File: src/hdl/programmable_dfa_engine_defines.svh
// Assertion macros shared by the engine's modules.
// Both expect signals named clk and rst in the module that uses them.
`ifndef PROGRAMMABLE_DFA_ENGINE_DEFINES_SVH
`define PROGRAMMABLE_DFA_ENGINE_DEFINES_SVH

// Consequent checked in the same cycle as the antecedent.
`define DFA_ASSERT_NOW(label, ante, cons, msg) \
  label: assert property (@(posedge clk) disable iff (rst) (ante) |-> (cons)) \
    else $error(msg);

// Consequent checked in the cycle after the antecedent.
`define DFA_ASSERT_NEXT(label, ante, cons, msg) \
  label: assert property (@(posedge clk) disable iff (rst) (ante) |=> (cons)) \
    else $error(msg);

`endif

File: src/hdl/dfa_pkg.sv
package dfa_pkg;

  // Fixed field widths
  localparam int OP_W      = 3;
  localparam int SYM_W     = 8;
  localparam int STATE_W   = 8;
  localparam int SLOT_IN_W = 4;
  localparam int ASIZE_W   = 5;

  // Configuration port
  localparam int APB_ADDR_W = 3;
  localparam int APB_DATA_W = 32;

  localparam logic REG_SLOTS_USED  = 1'b0;
  localparam logic REG_START_STATE = 1'b1;

  // Operation codes; the remaining codes are no-ops
  typedef enum logic [OP_W-1:0] {
    OP_STEP  = 3'd0,
    OP_ADD   = 3'd1,
    OP_SET   = 3'd2,
    OP_RESET = 3'd3,
    OP_ALPHA = 3'd4
  } op_t;

  typedef struct packed {
    logic [OP_W-1:0]      operation;
    logic [SYM_W-1:0]     symbol;
    logic [STATE_W-1:0]   from_state;
    logic [STATE_W-1:0]   to_state;
    logic                 accept_flag;
    logic [SLOT_IN_W-1:0] symbol_slot;
  } dfa_item_t;

  typedef struct packed {
    logic               accepting;
    logic               valid_res;
    logic [STATE_W-1:0] state_index;
    logic [STATE_W-1:0] active_state;
    logic               item_error;
  } dfa_result_t;

  // Controller states
  typedef enum logic [2:0] {
    ST_IDLE,
    ST_EXEC,
    ST_STEP,
    ST_CLEAR,
    ST_ACC,
    ST_DONE
  } ctrl_state_t;

  // Controller to datapath
  typedef struct packed {
    logic item_load;
    logic commit;
    logic trans_rd;
    logic state_load;
    logic clear_wr;
    logic count_inc;
    logic acc_rd;
    logic out_load;
  } dfa_cmd_t;

  // Datapath to controller
  typedef struct packed {
    logic [OP_W-1:0] op;
    logic            ok;
    logic            clear_last;
    logic            out_free;
  } dfa_status_t;

endpackage

File: src/hdl/dfa_ctrl.sv
`include "programmable_dfa_engine_defines.svh"

module dfa_ctrl (
  input  logic                 clk,
  input  logic                 rst,
  input  logic                 item_valid,
  output logic                 item_stall,
  input  dfa_pkg::dfa_status_t status,
  output dfa_pkg::dfa_cmd_t    cmd
);
  import dfa_pkg::*;

  ctrl_state_t state;
  ctrl_state_t state_next;

  // State register
  always_ff @(posedge clk) begin
    if (rst) begin
      state <= ST_IDLE;
    end else begin
      state <= state_next;
    end
  end

  // Next state and commands
  always_comb begin
    state_next = state;
    cmd        = '0;
    unique case (state)
      ST_IDLE: begin
        cmd.item_load = item_valid;
        if (item_valid) begin
          state_next = ST_EXEC;
        end
      end
      ST_EXEC: begin
        cmd.commit = 1'b1;
        if (status.op == OP_STEP && status.ok) begin
          cmd.trans_rd = 1'b1;
          state_next   = ST_STEP;
        end else if (status.op == OP_ADD && status.ok) begin
          state_next = ST_CLEAR;
        end else begin
          state_next = ST_ACC;
        end
      end
      ST_STEP: begin
        cmd.state_load = 1'b1;
        state_next     = ST_ACC;
      end
      ST_CLEAR: begin
        cmd.clear_wr = 1'b1;
        if (status.clear_last) begin
          cmd.count_inc = 1'b1;
          state_next    = ST_ACC;
        end
      end
      ST_ACC: begin
        cmd.acc_rd = 1'b1;
        state_next = ST_DONE;
      end
      ST_DONE: begin
        if (status.out_free) begin
          cmd.out_load = 1'b1;
          state_next   = ST_IDLE;
        end
      end
      default: state_next = ST_IDLE;
    endcase
  end

  // Only the idle state takes a new item
  assign item_stall = (state != ST_IDLE);

  `DFA_ASSERT_NEXT(a_take_to_exec, item_valid && !item_stall, state == ST_EXEC, "accepted item did not start")
  `DFA_ASSERT_NOW(a_step_after_read, state == ST_STEP, $past(cmd.trans_rd), "state load without table read")
  `DFA_ASSERT_NEXT(a_clear_holds, state == ST_CLEAR && !status.clear_last, state == ST_CLEAR, "row clear cut short")

endmodule

File: config.mk
export PLATFORM = sky130hd
export DESIGN_NAME = dfa_ctrl
export DESIGN_NICKNAME = d
export VERILOG_FILES = /design/src/hdl/dfa_pkg.sv /design/src/hdl/dfa_ctrl.sv
export VERILOG_INCLUDE_DIRS = /design/src /design/src/hdl
export SDC_FILE = /design/constraint.sdc
export NUM_CORES = 1
export LEC_CHECK = 0
export BUFFER_PORTS_ARGS = -buffer_cell sky130_fd_sc_hd__buf_2
export CORE_AREA = 10 10 47 49
export CTS_BUF_LIST = sky130_fd_sc_hd__clkbuf_8
export DETAILED_ROUTE_END_ITERATION = 8
export DIE_AREA = 0 0 57 59
export PLACE_DENSITY_LB_ADDON = 0.25
export SLEW_MARGIN = 15
export SYNTH_ARGS = -nofsm -noshare
export SYNTH_HDL_FRONTEND = slang
export SYNTH_SLANG_ARGS = --single-unit
File: constraint.sdc
create_clock -name clk -period 2.2 [get_ports clk]
set_input_delay 0.11 -clock clk [delete_from_list [all_inputs] [get_ports clk]]
set_output_delay 0.11 -clock clk [all_outputs]
set_load 0.005 [all_outputs]
# == Word level (Yosys, flattened, before mapping) ==
# Cells that the tools add are included.
# totals
regBits,3
latchBits,0
ram_bits,0
mem_bits_ro,0
in_bits,9
output_inout_bits,9
word_cells,31
n_memories,0
# op_classes
addsub,0
n_mul,0
div,0
n_lt_le_gt_ge,0
n_eq_ne,9
shift,0
mux,15
n_bitwise,0
reduce_logical,6
# ops
op,count
case mux 3 bit (6 select lines),1
two-way mux 3 bit,5
two-way mux 1 bit,7
equality test 3 x 1 -> 1 bit (second input constant),2
equality test 3 x 2 -> 1 bit (second input constant),2
equality test 3 bit (second input constant),2
logical NOT 3 bit,2
!= test 2 bit (second input constant),3
two-way mux 2 bit,2
AND reduction 3 bit,1
nonzero test 3 bit,1
logical AND 1 bit,2

# == Longest topological paths before layout ==
# depth
depth_word,5
ltp_mapped,4
depth_no_buf,3

# == Worst setup path after synthesis ==
# OpenSTA, ideal clock, no wires.
# synth_timing
kind,reg2reg
startpoint,register state[0]
endpoint,register state[2]
setup_ns,0.139
t_arrival_ns,0.953
t_required_ns,2.061
slack_ns,1.108
stages_incl_launch_ff,5
path_buffers,1
period_less_slack_ns,1.092
path_cell_list,dfxtp_1 buf_6 nor4bb_4 a311oi_1 a31oi_1
# synth_between
elab_chain_cells,3
word_cells_on_any_way,11
classes_between,eq/ne (8); mux (1); reduce/logical (2)
# synth_lines
element,line_no,text
from (decl),dfa_ctrl.sv:13,ctrl_state_t state;
from (signal assigned),dfa_ctrl.sv:21,state <= state_next;
equality test 3 x 2 -> 1 bit (tied with other cells),dfa_ctrl.sv:29,unique case (state)
!= test 2 bit (no line),n/a,
AND reduction 3 bit (no line),n/a,
# Parallel ways exist; a longest one is shown, timed or not.
# A chain may end at the register's enable or synchronous reset.

==> run summary <==
Status: completed
Synthesized flop and latch total: 3
Area grow syn2layout: 43.7%
Max_cap viols: 0
CTS Hold Bufs: 0
WL final: 849 um
Most frequent cells in the layout: 17 x buf_2, 6 x nor2_1
Number of filler cells placed in the layout: 168
Final setup violation count: 0
Port bufs: 17
Die X: 57 um
H-tree depth: 1
Largest net degree at the start of global routing: 14
Clk_lat worst skew: 0.21 ns
IO Pins: 18
FF-to-FF Start: state[1]
Post-DP HPWL: 695 um
Final critical-path required period: 1.41 ns
DIE HEIGHT: 59 um
Power after layout: 0.314 mW
Hold path startpoint: rst
Vias in the first global route: 294
Critical Path AT: 1.30 ns
First-pass GRT wire length: 1.30 mm
Max FFs per register: 3
Crit-path max FO: 10
Routed vias: 319
Iter 0 DRT Violations: 3
Post-CTS Setup Repair Bufs: 0
Drt drc: 0
DR WL/cell: 12.3 um
RSZ-0062 raised after global routing: no
Leak: 0.197 nW
Cells after synthesis: 35
Worst path required time: 2.09 ns
Pre-Repair DR Iteration Count: 4
Die footprint: 0.00336 mm^2
Number of nets in the layout: 63
Fin cells: 69
Total CTS buffers: 3
Synthesized cell area: 289 um^2
Worst setup path startpoint: state[0]
Clock Sink Count: 3
Avg Inst Size Synth: 8.26 um^2
Fmax: 708 MHz
Total global-route track usage: 0.0497
CP Capture Type: output pin
Post-Route Utilization: 0.296
Commonest non-fill, non-tap cell in the layout: buf_2
Slew headroom: 0.687
Max-slew violations: 0
Netlist cell types: 21
Initial antenna violation count: 0
Synthesis Warnings: 0
Post-cts resize count: 0
Setup_tns: 0 ns
Starting Density: 0.206
GRT overflow: 0
Antenna-violating nets left: 0
Peak VDD IR: 288 uV
Clock transition at the registers of the reported paths: 0.03 ns
Layout cells sized above 1: 0.453
Worst Clk Skew: 0.00247 ns
R2r worst-path depth: 3
Clk buf depth: 2
HP Class: input pin to flop
CTS tree: built
Syn Nets: 44
Routability cong.: 0.787
Share of the yosys chip area belonging to registers: 0.208
WS Path Type: flop to output pin
Core area: 0.00140 mm^2
CTS root buf: clkbuf_8
Fin. Hold Viols: 0
Fin crit share: 0.642
Power per cell area: 757 mW/mm^2
Worst slew pin tran: 0.469 ns
Biggest register: state
Top flop regs: state: 3 flops
Core Rows: 14
Post-Place Cells: 65
Fin Hold WS: 0.102 ns
Antenna cells: 0
WHS Path Cells: 2
Vias/cell: 4.62
CP Launch Type: flop
-- routing by layer --
| metal | up-vias | share of wire | track usage |
|---|---|---|---|
| met1 | 146 | 0.47 | 0.0558 |
| met2 | 12 | 0.44 | 0.0636 |
| met3 | 0 | 0.087 | 0.0258 |
| li1 | 161 | - | - |
| met5 | - | 0 | 0 |
| met4 | 0 | 0 | 0.0503 |
-- path summary, 6_finish.rpt --
path / end / slack [ns]
min reg2reg: state[0] / 0.79
max: cmd[5] / 0.79
min: state[0] / 0.10
max reg2reg: state[0] / 0.81
-- cell usage after synthesis --
cell type,count,share of area
nor2_1,6,0.078
dfxtp_1,3,0.21
nor3b_1,3,0.078
a21oi_1,2,0.035
a31oi_1,2,0.043
inv_1,2,0.026
nand2_1,2,0.026
or3_1,2,0.043
a211oi_2,1,0.043
a311oi_1,1,0.030
and2_1,1,0.022
and3_1,1,0.022
buf_2,1,0.017
buf_4,1,0.026
buf_6,1,0.039
nand2b_1,1,0.022
nor2b_1,1,0.022
nor3_1,1,0.017
nor3b_2,1,0.043
nor4_4,1,0.074
nor4bb_4,1,0.087
-- worst max-delay path, cell delays in order (launching register included) --
cell     delay [ns]
dfxtp_1        0.52
nor3b_2        0.29
nand2_1        0.08
nor2_1         0.09
buf_2          0.11
-- cells by family after synthesis --
group                  count (synthesis)  share of synthesized area
and+or+nand+nor                       21                      0.532
AOI/OAI and AO/OA                      6                      0.152
buffers and inverters                  5                      0.108
DFF                                    3                      0.208
-- final cells by class --
| cell class | instances | area [um^2] | area share |
|---|---|---|---|
| Clock buffer | 3 | 41.3 | 0.0994 |
| Clock inverter | 1 | 3.75 | 0.00904 |
| Inverter | 2 | 7.51 | 0.0181 |
| Multi-Input combinational cell | 27 | 198 | 0.476 |
| Sequential cell | 3 | 60.1 | 0.145 |
| Tap cell | 16 | 20.0 | 0.0482 |
| Timing Repair Buffer | 17 | 85.1 | 0.205 |
-- through the flow --
| step | worst slack, ns | area (um^2) |
|---|---|---|
| after CTS | 0.782 | 415 |
| after global routing | 0.663 | 415 |
| after floorplan | 1.11 | 289 |
| after detailed placement | 0.816 | 370 |
| after global placement | 0.832 | 370 |
| final | 0.787 | 415 |
-- power by group --
group | switching, mW | total, mW | internal (mW)
logic | 0.0345 | 0.0769 | 0.0424
clock network | 0.0372 | 0.156 | 0.119
registers | 0.0203 | 0.0815 | 0.0612
total | 0.0921 | 0.314 | 0.222
(Power assumes the default switching activity.)
