<file path="src/hdl/programmable_dfa_engine_defines.svh">
// Assertion macros shared by the engine's modules.
// Both expect signals named clk and rst in the module that uses them.
`ifndef PROGRAMMABLE_DFA_ENGINE_DEFINES_SVH
`define PROGRAMMABLE_DFA_ENGINE_DEFINES_SVH

// Consequent checked in the same cycle as the antecedent.
`define DFA_ASSERT_NOW(label, ante, cons, msg) \
  label: assert property (@(posedge clk) disable iff (rst) (ante) |-> (cons)) \
    else $error(msg);

// Consequent checked in the cycle after the antecedent.
`define DFA_ASSERT_NEXT(label, ante, cons, msg) \
  label: assert property (@(posedge clk) disable iff (rst) (ante) |=> (cons)) \
    else $error(msg);

`endif

</file>
<file path="src/hdl/dfa_pkg.sv">
package dfa_pkg;

  // Fixed field widths
  localparam int OP_W      = 3;
  localparam int SYM_W     = 8;
  localparam int STATE_W   = 8;
  localparam int SLOT_IN_W = 4;
  localparam int ASIZE_W   = 5;

  // Configuration port
  localparam int APB_ADDR_W = 3;
  localparam int APB_DATA_W = 32;

  localparam logic REG_SLOTS_USED  = 1'b0;
  localparam logic REG_START_STATE = 1'b1;

  // Operation codes; the remaining codes are no-ops
  typedef enum logic [OP_W-1:0] {
    OP_STEP  = 3'd0,
    OP_ADD   = 3'd1,
    OP_SET   = 3'd2,
    OP_RESET = 3'd3,
    OP_ALPHA = 3'd4
  } op_t;

  typedef struct packed {
    logic [OP_W-1:0]      operation;
    logic [SYM_W-1:0]     symbol;
    logic [STATE_W-1:0]   from_state;
    logic [STATE_W-1:0]   to_state;
    logic                 accept_flag;
    logic [SLOT_IN_W-1:0] symbol_slot;
  } dfa_item_t;

  typedef struct packed {
    logic               accepting;
    logic               valid_res;
    logic [STATE_W-1:0] state_index;
    logic [STATE_W-1:0] active_state;
    logic               item_error;
  } dfa_result_t;

  // Controller states
  typedef enum logic [2:0] {
    ST_IDLE,
    ST_EXEC,
    ST_STEP,
    ST_CLEAR,
    ST_ACC,
    ST_DONE
  } ctrl_state_t;

  // Controller to datapath
  typedef struct packed {
    logic item_load;
    logic commit;
    logic trans_rd;
    logic state_load;
    logic clear_wr;
    logic count_inc;
    logic acc_rd;
    logic out_load;
  } dfa_cmd_t;

  // Datapath to controller
  typedef struct packed {
    logic [OP_W-1:0] op;
    logic            ok;
    logic            clear_last;
    logic            out_free;
  } dfa_status_t;

endpackage

</file>
<file path="src/hdl/dfa_cfg.sv">
module dfa_cfg (
  input  logic                           clk,
  input  logic                           rst,
  input  logic                           psel,
  input  logic                           penable,
  input  logic                           pwrite,
  input  logic [dfa_pkg::APB_ADDR_W-1:0] paddr,
  input  logic [dfa_pkg::APB_DATA_W-1:0] pwdata,
  output logic [dfa_pkg::APB_DATA_W-1:0] prdata,
  output logic                           pready,
  output logic [dfa_pkg::ASIZE_W-1:0]    slots_used,
  output logic [dfa_pkg::STATE_W-1:0]    start_state
);
  import dfa_pkg::*;

  logic wr_en;
  logic reg_sel;

  assign pready  = 1'b1;
  assign reg_sel = paddr[APB_ADDR_W-1];
  assign wr_en   = psel && penable && pwrite && pready;

  // Register writes
  always_ff @(posedge clk) begin
    if (rst) begin
      slots_used  <= '0;
      start_state <= '0;
    end else if (wr_en) begin
      unique case (reg_sel)
        REG_SLOTS_USED:  slots_used  <= pwdata[ASIZE_W-1:0];
        REG_START_STATE: start_state <= pwdata[STATE_W-1:0];
        default: ;
      endcase
    end
  end

  // Read back
  always_comb begin
    unique case (reg_sel)
      REG_SLOTS_USED:  prdata = APB_DATA_W'(slots_used);
      REG_START_STATE: prdata = APB_DATA_W'(start_state);
      default:         prdata = '0;
    endcase
  end

endmodule

</file>
<file path="config.mk">
export PLATFORM = sky130hd
export DESIGN_NAME = dfa_cfg
export DESIGN_NICKNAME = d
export VERILOG_FILES = /design/src/hdl/programmable_dfa_engine_defines.svh /design/src/hdl/dfa_pkg.sv /design/src/hdl/dfa_cfg.sv
export SDC_FILE = /design/constraint.sdc
export NUM_CORES = 1
export LEC_CHECK = 0
export BUFFER_PORTS_ARGS = -buffer_cell sky130_fd_sc_hd__buf_2
export CAP_MARGIN = 20
export CORE_AREA = 2 2 51 53
export CTS_BUF_LIST = sky130_fd_sc_hd__clkbuf_16
export CTS_CLUSTER_DIAMETER = 200
export CTS_CLUSTER_SIZE = 40
export DETAILED_ROUTE_END_ITERATION = 8
export DIE_AREA = 0 0 53 55
export PLACE_DENSITY = 0.82
export SLEW_MARGIN = 25
export SYNTH_ARGS = -nofsm -noshare
export SYNTH_HDL_FRONTEND = slang
export SYNTH_SLANG_ARGS = --single-unit
</file>
<file path="constraint.sdc">
create_clock -name clk -period 3.26 [get_ports clk]
set_clock_uncertainty 0.2 [all_clocks]
set_input_delay 0.815 -clock clk [delete_from_list [all_inputs] [get_ports clk]]
set_output_delay 0.815 -clock clk [all_outputs]
set_load 0.01 [all_outputs]
</file>
== After elaboration in Yosys (flattened, before gate mapping) ==
Cells that the tools add are included.

* Bits in registers: 13
* Input bits: 40
* Output and inout port bits: 46
* Word-level logic and storage cells: 8

* Muxes and demuxes: 1
* Bitwise operators: 1
* Reductions and logical operators: 4

{| class="wikitable"
|+ Operators by type and width
! kind !! count
|-
| one-hot mux 32 bit (2 select lines) || 1
|-
| AND reduction 2 bit || 2
|-
| logical AND 1 bit || 2
|-
| NOT 1 bit || 1
|}

== Logic depth before layout (Yosys ltp) ==
Gate-level depths: netlist (run 1).

* Word-level depth: 3
* Mapped depth: 4
* Depth with buffers taken out: 2

== Least setup slack after synthesis (run 1) ==
No wires, ideal clock.

* Path type: input to output
* From: in paddr[2] (netlist name)
* To: out prdata[0] (netlist name)
* Arrival time: 1.271 ns
* Required time: 2.245 ns
* Path slack: 0.974 ns
* Stages on the path: 2
* Path buffers: 1
* Cell sequence: buf_6 > mux2_2

* Cells in the longest elaborated chain, start to end: 2

{| class="wikitable"
|+ Ends and longest elaborated chain
! item !! line !! text
|-
| start: declaration || dfa_cfg.sv:7 || <nowiki>input logic [dfa_pkg::APB_ADDR_W-1:0] paddr,</nowiki>
|-
| NOT 1 bit (no source line) || -- ||
|-
| one-hot mux 32 bit (2 select lines) (*) || dfa_cfg.sv:39 || <nowiki>unique case (reg_sel)</nowiki>
|-
| end: declaration || dfa_cfg.sv:9 || <nowiki>output logic [dfa_pkg::APB_DATA_W-1:0] prdata,</nowiki>
|}

Every way passes the cells marked *; elsewhere a longest branch is shown, timed or not. The select of a mux whose other input is x is not followed.

== Worst setup path after layout (run 1) ==
Ends and elaborated chain as after synthesis.

==> key figures, run 1 <==
CTS
  – Number of CTS-inserted buffers: 3
  – Clk_lat worst skew: 240 ps
  – CTS root buffer: clkbuf_16
  – CTS hold repair buffers: 0
  – Post-CTS setup repair buffer count: 0
  – CTS tree: done
  – # resized after CTS: 0
  – Clock tree buffer depth: 2
  – TritonCTS Sinks: 13
  – Clock-pin transition on the worst setup and hold timing paths: 40 ps
  – H-tree depth: 1

Yosys
  – Syn Area/Cell: 9.88 um2
  – Mapped Area: 870 um2
  – Seq/Total Area, Yosys: 29.9%
  – YS warnings: 0
  – Synth Register Bits: 13
  – Yosys cell types: 12
  – Cells after synthesis: 88

Global routing
  – Vias in the first global route: 519
  – First-pass GRT wire length: 2320 um
  – Initial antenna violation count: 0
  – Remaining global-route overflow: 0
  – Largest net degree at the start of global routing: 22
  – Total track usage: 11.3%

Die
  – Vert. Die Dim: 55 um
  – Die X: 53 um
  – Starting Density: 36.8%
  – Cell Rows: 18
  – I/O pins: 86
  – Die Area: 2920 um2
  – CORE AREA: 2360 um2

Drt
  – Post-route ant nets: 0
  – Total iterations of the first detailed-routing run: 4
  – DRC marker count from the first detailed-route iteration: 2
  – Via count: 608
  – Routed wire length per instance: 10.6 um
  – DRC: 0
  – Vias/cell: 4.05
  – DRT Wirelength: 1600 um

Pwr
  – Power Density: 435 nW/um2
  – Maximum resistive drop on vdd: 0.000202 V
  – Static Leak: 0.556 nW

Hold path
  – Hold Path Class: reg -> reg

Worst setup path
  – Critical Path AT: 1540 ps
  – CP dominant cell by count: buf_2
  – Type of element launching the critical path: input port
  – Worst-path cell chain: buf_2 -> mux2_2 -> buf_2
  – Crit path max fanout: 10
  – Crit-path max cell delay: 360 ps
  – Critical path endpoint category: output port
  – Worst Path Required: 2240 ps
  – Critical path class: in -> out
  – Worst-path cell with the longest stage delay: mux2_2

STA
  – Minimum clock period: 2560 ps
  – Setup Total Neg Slack: 0 ps
  – Final hold slack: 285 ps
  – Final setup fails: 0
  – RSZ-0062 raised after global routing: false
  – Hold Violations, Final: 0
  – Final slew viol count: 0
  – Maximum clock frequency: 0.391 GHz
  – Fin crit share: 78.5%

Cells and area
  – Share of cells above drive strength 1: 39.2%
  – Sequential Area: 260 um2
  – Area added between synthesis and finish: 16.8%
  – # diodes: 0
  – Fin nets: 161
  – Multi-input logic area: 469 um2
  – Filler Cell Count: 253
  – Fin util: 43.0%

Run
  – Max Cap Violations: 0

Placed design
  – Detailed placement HPWL: 1240 um
  – PortBufs: 34
  – Routability cong.: 0.595

Run status
  – Status: finished clean
power by group:
group | internal (mW) | total (mW) | leakage (nW) | switching [mW]
clock network | 0.161 | 0.225 | 0.0423 | 0.0632
logic | 0.0206 | 0.0523 | 0.409 | 0.0317
registers | 0.163 | 0.165 | 0.105 | 0.00237
cells in the final DEF (no fill, tap or decap), drive strengths merged:
| master | count |
|---|---|
| and4 | 1 |
| dfxtp | 13 |
| and2 | 3 |
| clkbuf | 3 |
| mux2i | 13 |
| nand2b | 21 |
| conb | 25 |
| nand4b | 1 |
| inv | 1 |
| buf | 34 |
| mux2 | 5 |
worst max-delay path, delay by kind of cell:
| family | cells | cell delay, ps |
|---|---|---|
| buffers and inverters | 2 | 360 |
| muxes | 1 | 360 |
registers in the layout, indices dropped and copies added (netlist names):
| signal | count |
|---|---|
| start_state | 8 |
| slots_used | 5 |
logic make-up (layout without fill, tap and decap cells):
kind of cell / Yosys count / after routing / synth area share, %
buf+inv: 29 / 38 / 26.0
mux: 18 / 18 / 21.4
other cells: 2 / 25 / 0.864
simple gates: 26 / 26 / 21.7
flops: 13 / 13 / 29.9
cells in the mapped netlist:
master	count	area share [%]
dfxtp_1	13	30
mux2_2	5	6.5
nand4b_4	1	2.7
buf_4	25	22
buf_12	1	2.3
and4_4	1	1.3
buf_6	1	1.3
mux2i_1	13	15
clkbuf_1	2	0.86
nand2b_1	21	15
and2_2	3	2.6
conb_1	2	0.86
routing by layer:
metal,vias to the layer above,track usage (%),wire length [um]
li1,295,-,-
met1,279,13.7,682
met2,34,19.6,775
met3,0,3.49,139
met4,0,2.56,0
met5,-,0,0
through the flow:
stage / total power [mW] / instance area [um2] / cells / worst slack [ps]
2_1_floorplan: 0.227 / 956 / 111 / 974
3_3_place_gp: 0.219 / 937 / 146 / 702
3_5_place_dp: 0.221 / 937 / 146 / 691
4_1_cts: 0.449 / 1020 / 150 / 691
5_1_grt: 0.462 / 1020 / 150 / 656
6_report: 0.442 / 1020 / 150 / 702
final timing paths:
check | start | slack [ps] | end | cells past startpoint
worst max register to register | start_state[0] | 2450 | start_state[0] | 2
worst min register to register | start_state[6] | 290 | start_state[6] | 2
worst min-delay path | start_state[6] | 290 | start_state[6] | 2
worst max-delay path | paddr[2] | 700 | prdata[0] | 3
final cells by class:
type                            instances  area share [%]
Clock buffer                            3            7.39
Clock inverter                          1           0.369
Multi-Input combinational cell         69            46.2
Sequential cell                        13            25.6
Tap cell                               30            3.69
Timing Repair Buffer                   34            16.7
No activity file was read; power rests on OpenSTA's default activity.
==> inputs of run 2 (changes only) <==
- CORE_AREA: 2 2 51 53 -> 2 2 53 55
- DIE_AREA: 0 0 53 55 -> 0 0 55 57
- PLACE_DENSITY: 0.82 -> 0.77
- clock period: 3.26 -> 2.36 ns (I/O delays scaled with it)
==> run 2 against run 1 <==
Compared with the run above: critical endpoint is now prdata[2]; design area grew 0.12%; worst setup slack lost 430 ps; core utilization fell by 4.1 points; largest power group unchanged; total power grew 39%.
==> key figures, run 2 (synthesis gave the netlist of run 1 again) <==
Run status
  – Status: finished clean

Cells and area
  – # diodes: 0 (unchanged)
  – Reg with most FFs: start_state
  – Max FFs per register: 8 (unchanged)
  – Filler Cell Count: 274 (+8.3%)
  – Share of cells above drive strength 1: 39.2% (unchanged)
  – Top Registers: start_state (8), slots_used (5)
  – Sequential Area: 260 um2 (unchanged)
  – Area added between synthesis and finish: 17.0%
  – Multi-input logic area: 469 um2 (unchanged)
  – Most frequent cells in the layout: buf_2 (34), conb_1 (25), nand2b_1 (21)
  – Fin cells: 151 (+0.67%)
  – Most common cell after layout, fill and taps aside: buf_2
  – Fin nets: 161 (unchanged)

Global routing
  – Largest net degree at the start of global routing: 22 (unchanged)
  – Grt met3 use: 4.71% (+1.2 points)
  – Met1 Track Usage GR: 11.9% (-1.8 points)
  – First-pass GRT wire length: 2480 um (+7.2%)
  – Total track usage: 11.0% (-0.26 points)
  – Busiest grt layer: met2
  – Remaining global-route overflow: 0 (unchanged)
  – M2 GR Usage: 20.1% (+0.48 points)
  – Initial antenna violation count: 0 (unchanged)
  – Vias in the first global route: 578 (+11%)

Worst setup path
  – R2R Path Start: slots_used[0]
  – Crit path max fanout: 10 (unchanged)
  – Crit-path max cell delay: 360 ps (about the same)
  – Worst Path Buf+Inv: 2 (unchanged)
  – CP dominant cell by count: buf_2
  – Critical Path AT: 1300 ps (-240 ps)
  – Worst-path cell with the longest stage delay: mux2_2
  – Critical path class: in -> out
  – R2R Setup Slk: 1540 ps (-910 ps)
  – Worst-path cell chain: buf_2 -> mux2_2 -> buf_2
  – Worst Path Required: 1570 ps (-670 ps)
  – Crit path max-delay family: multiplexers
  – Worst path depth: 3 (unchanged)
  – Critical path endpoint category: output port
  – Cell depth of the worst flop-to-flop path: 2 (unchanged)
  – Worst flop-to-flop path endpoint: slots_used[0]
  – Type of element launching the critical path: input port

Die
  – Die Area: 3140 um2 (+7.5%)
  – Die X: 55 um (+3.8%)
  – Cell Rows: 19 (+1)
  – Starting Density: 33.3% (-3.5 points)
  – Vert. Die Dim: 57 um (+3.6%)
  – CORE AREA: 2620 um2 (+11%)
  – I/O pins: 86 (unchanged)

STA
  – Hold Violations, Final: 0 (unchanged)
  – Final setup fails: 0 (unchanged)
  – RSZ-0062 raised after global routing: false
  – Fin crit share: 88.7%
  – Maximum clock frequency: 0.478 GHz
  – Final slew viol count: 0 (unchanged)
  – Setup Total Neg Slack: 0 ps (unchanged)
  – Minimum clock period: 2090 ps

CTS
  – Clock tree buffer depth: 2 (unchanged)
  – TritonCTS Sinks: 13 (unchanged)
  – CTS tree: done
  – CTS hold repair buffers: 0 (unchanged)
  – CTS root buffer: clkbuf_16
  – # resized after CTS: 0 (unchanged)
  – H-tree depth: 1 (unchanged)
  – Clk_lat worst skew: 240 ps (about the same)
  – Clock-pin transition on the worst setup and hold timing paths: 40 ps (about the same)
  – Number of CTS-inserted buffers: 3 (unchanged)
  – Post-CTS setup repair buffer count: 0 (unchanged)

Hold path
  – Hold Path Class: reg -> reg
  – Hold path cells: 2 (unchanged)
  – Hold EP: start_state[6]
  – Worst hold start: start_state[6]

Drt
  – DRT Wirelength: 1630 um (+2.2%)
  – Post-route ant nets: 0 (unchanged)
  – Routed wire length per instance: 10.8 um (+1.5%)
  – DRC: 0 (unchanged)
  – DRC marker count from the first detailed-route iteration: 3 (+1)
  – Via count: 607 (-0.16%)
  – Total iterations of the first detailed-routing run: 3 (-1)
  – Vias/cell: 4.02 (-0.83%)

Placed design
  – Routability cong.: 0.634 (+6.6%)
  – PortBufs: 34 (unchanged)
  – # placed instances: 147 (+0.68%)
  – Detailed placement HPWL: 1300 um (+4.4%)

Pwr
  – Maximum resistive drop on vdd: 0.000399 V (+97%)
  – Static Leak: 0.556 nW (unchanged)
  – Power Density: 604 nW/um2 (+39%)

Run
  – Max Cap Violations: 0 (unchanged)
-- run 2: per-stage QoR --
stage / area (um2) / power [mW] / hold WS, ps / worst slack [ps] / utilization (%)
3_5_place_dp: 938 / 0.305 / 285 / 240 / 35.9
5_1_grt: 1020 / 0.648 / 310 / 210 / 38.9
3_3_place_gp: 938 / 0.303 / 266 / 256 / 35.9
2_1_floorplan: 956 / 0.314 / 300 / 524 / -
4_1_cts: 1020 / 0.625 / 293 / 240 / 38.9
6_report: 1020 / 0.614 / 285 / 268 / 38.9
-- run 2: area by class of cell --
class                           count  share of cell area, %
Clock buffer                        3                   7.38
Sequential cell                    13                   25.6
Clock inverter                      1                  0.369
Timing Repair Buffer               34                   16.7
Tap cell                           31                   3.81
Multi-Input combinational cell     69                   46.1
-- run 2: layer usage --
metal	vias up	wire length [um]
li1	297	-
met3	0	128
met2	30	865
met1	280	638
met4	0	0
met5	-	0
-- run 2: power breakdown --
group | leakage, nW | switching, mW | internal, mW | total, mW
logic | 0.409 | 0.0434 | 0.0285 | 0.0719
clock network | 0.0423 | 0.0905 | 0.223 | 0.314
registers | 0.105 | 0.00326 | 0.225 | 0.228
-- run 2: how the worst max path moves through the flow --
stage | from | end
2_1_floorplan | paddr[2] | prdata[0]
3_3_place_gp | paddr[2] | prdata[4]
3_5_place_dp | paddr[2] | prdata[3]
4_1_cts | paddr[2] | prdata[3]
5_1_grt | paddr[2] | prdata[3]
6_report | paddr[2] | prdata[2]
-- run 2: worst min-delay path, stage by stage, from the launching register on --
cell      delay [ps]
dfxtp_1          310
nand2b_1          70
mux2i_1           50
==> inputs of run 3 (changes only) <==
- PLACE_DENSITY: 0.77 -> unset
- PLACE_DENSITY_LB_ADDON: unset -> 0.05
- TNS_END_PERCENT: unset -> 100
==> run 3 against run 2 <==
Compared with the run above: hold slack worse by 4.3 ps; highest routed layer is now met4; die area unchanged; critical endpoint is now prdata[0]; wire length shrank 4.7%; combinational power decreased by 0.6%; sequential cell count unchanged; global-route usage shrank 0.46 points; critical path depth unchanged; sequential power barely moved; clock-buffer cell count unchanged; via count increased by 1.8%; non-clock buffer count unchanged.
==> key figures, run 3 (synthesis gave the netlist of run 1 again) <==
Cells and area
  – # diodes: 0 (unchanged)
  – Fin nets: 161 (unchanged)
  – Share of cells above drive strength 1: 39.2% (unchanged)
  – Filler Cell Count: 276 (+0.73%)
  – Fin util: 38.9% (unchanged)
  – Area added between synthesis and finish: 17.0% (unchanged)
  – Top Registers: start_state (8), slots_used (5)
  – Max FFs per register: 8 (unchanged)
  – Most frequent cells in the layout: buf_2 (34), conb_1 (25), nand2b_1 (21)
  – Reg with most FFs: start_state
  – Most common cell after layout, fill and taps aside: buf_2

Hold path
  – Worst hold start: start_state[2]
  – Hold Path Class: reg -> reg
  – Hold EP: start_state[2]
  – Hold path cells: 2 (unchanged)

Worst setup path
  – Crit path max fanout: 10 (unchanged)
  – Cell depth of the worst flop-to-flop path: 2 (unchanged)
  – Critical Path AT: 1300 ps (about the same)
  – R2R Setup Slk: 1550 ps (about the same)
  – Worst Path Required: 1570 ps (about the same)
  – Worst flop-to-flop path endpoint: start_state[0]
  – R2R Path Start: start_state[0]
  – Critical path class: in -> out
  – Critical path endpoint category: output port
  – Type of element launching the critical path: input port

Pwr
  – Total power: 614 uW (about the same)
  – Logic gate share of total power: 11.6% (about the same)
  – Cell Int Power: 477 uW (about the same)
  – Clock power frac: 51.1% (about the same)
  – Power Density: 604 nW/um2 (about the same)
  – Maximum resistive drop on vdd: 0.000309 V (-23%)
  – Sw Share: 22.3% (about the same)
  – Sequential group share of total power: 37.2% (about the same)
  – Switch Pwr: 137 uW (about the same)
  – Static Leak: 0.556 nW (unchanged)

STA
  – Maximum clock frequency: 0.479 GHz (+0.30%)
  – Hold Violations, Final: 0 (unchanged)
  – Fin crit share: 88.4% (-0.26 points)
  – Final slew viol count: 0 (unchanged)
  – Setup Total Neg Slack: 0 ps (unchanged)
  – Minimum clock period: 2090 ps (-6.24 ps)
  – Final setup fails: 0 (unchanged)
  – RSZ-0062 raised after global routing: false

Die
  – Cell Rows: 19 (unchanged)
  – Die X: 55 um (unchanged)
  – I/O pins: 86 (unchanged)
  – CORE AREA: 2620 um2 (unchanged)
  – Starting Density: 33.3% (unchanged)
  – Die Area: 3140 um2 (unchanged)
  – Vert. Die Dim: 57 um (unchanged)

Placed design
  – Detailed placement HPWL: 1170 um (-10%)
  – PortBufs: 34 (unchanged)
  – Routability cong.: 0.663 (+4.7%)

CTS
  – Clk_lat worst skew: 240 ps (about the same)
  – Clock tree buffer depth: 2 (unchanged)
  – Clock-pin transition on the worst setup and hold timing paths: 40 ps (about the same)
  – Number of CTS-inserted buffers: 3 (unchanged)
  – Post-CTS setup repair buffer count: 0 (unchanged)
  – CTS root buffer: clkbuf_16
  – CTS hold repair buffers: 0 (unchanged)
  – H-tree depth: 1 (unchanged)
  – # resized after CTS: 0 (unchanged)
  – TritonCTS Sinks: 13 (unchanged)
  – CTS tree: done

Global routing
  – First-pass GRT wire length: 2370 um (-4.8%)
  – Total track usage: 10.6% (-0.46 points)
  – Met1 Track Usage GR: 12.1% (+0.20 points)
  – Vias in the first global route: 549 (-5.0%)
  – Busiest grt layer: met2
  – Initial antenna violation count: 0 (unchanged)
  – Largest net degree at the start of global routing: 22 (unchanged)
  – Grt met3 use: 2.36% (-2.4 points)
  – Remaining global-route overflow: 0 (unchanged)
  – M2 GR Usage: 17.3% (-2.7 points)

Drt
  – DRC: 0 (unchanged)
  – Post-route ant nets: 0 (unchanged)
  – Routed wire length per instance: 10.3 um (-4.7%)
  – Vias/cell: 4.09 (+1.8%)
  – DRC marker count from the first detailed-route iteration: 7 (+4)
  – DRT Wirelength: 1560 um (-4.7%)
  – Via count: 618 (+1.8%)
  – Total iterations of the first detailed-routing run: 4 (+1)

Run
  – Max Cap Violations: 0 (unchanged)

Run status
  – Status: finished clean
## run 3: cell counts in the layout (fill, tap and decap cells not counted)
Identical to the previous run, type by type.
## run 3: worst max-delay path: stages
cell and delay (ps):
buf_2 210, mux2_2 360, buf_2 140
## run 3: worst max path at each step
stage / startpoint / to / slack [ps]
6_report: paddr[2] / prdata[0] / 270
5_1_grt: paddr[2] / prdata[2] / 230
3_3_place_gp: paddr[2] / prdata[0] / 250
2_1_floorplan: paddr[2] / prdata[0] / 520
3_5_place_dp: paddr[2] / prdata[1] / 250
4_1_cts: paddr[2] / prdata[0] / 250
## run 3: cell type report
cell class / count / area, um2 / share of cell area (%)
Tap cell: 31 / 38.8 / 3.81
Timing Repair Buffer: 34 / 170 / 16.7
Clock buffer: 3 / 75.1 / 7.38
Sequential cell: 13 / 260 / 25.6
Clock inverter: 1 / 3.75 / 0.369
Multi-Input combinational cell: 69 / 469 / 46.1
## run 3: through the flow
| step | area [um2] | std cells | worst slack, ps | hold slack (ps) |
|---|---|---|---|---|
| floorplan | 956 | 111 | 524 | 300 |
| global placement | 938 | 147 | 252 | 270 |
| detailed placement | 938 | 147 | 254 | 276 |
| CTS | 1020 | 151 | 253 | 287 |
| global route | 1020 | 151 | 226 | 310 |
| finish | 1020 | 151 | 274 | 281 |
## run 3: power by group through the flow
stage	Sequential (mW)	Combinational [mW]	Clock (mW)
final	0.228	0.0715	0.314
after global routing	0.229	0.0804	0.334
after CTS	0.228	0.0724	0.326
after detailed placement	0.233	0.0722	0
after global placement	0.232	0.0718	0
after floorplan	0.234	0.0797	0
## run 3: layer usage
layer	up-vias	share of wire (%)	routed length, um
li1	299	-	-
met1	287	42	652
met2	28	49	757
met3	4	7.8	122
met4	0	1.5	24
met5	-	0	0
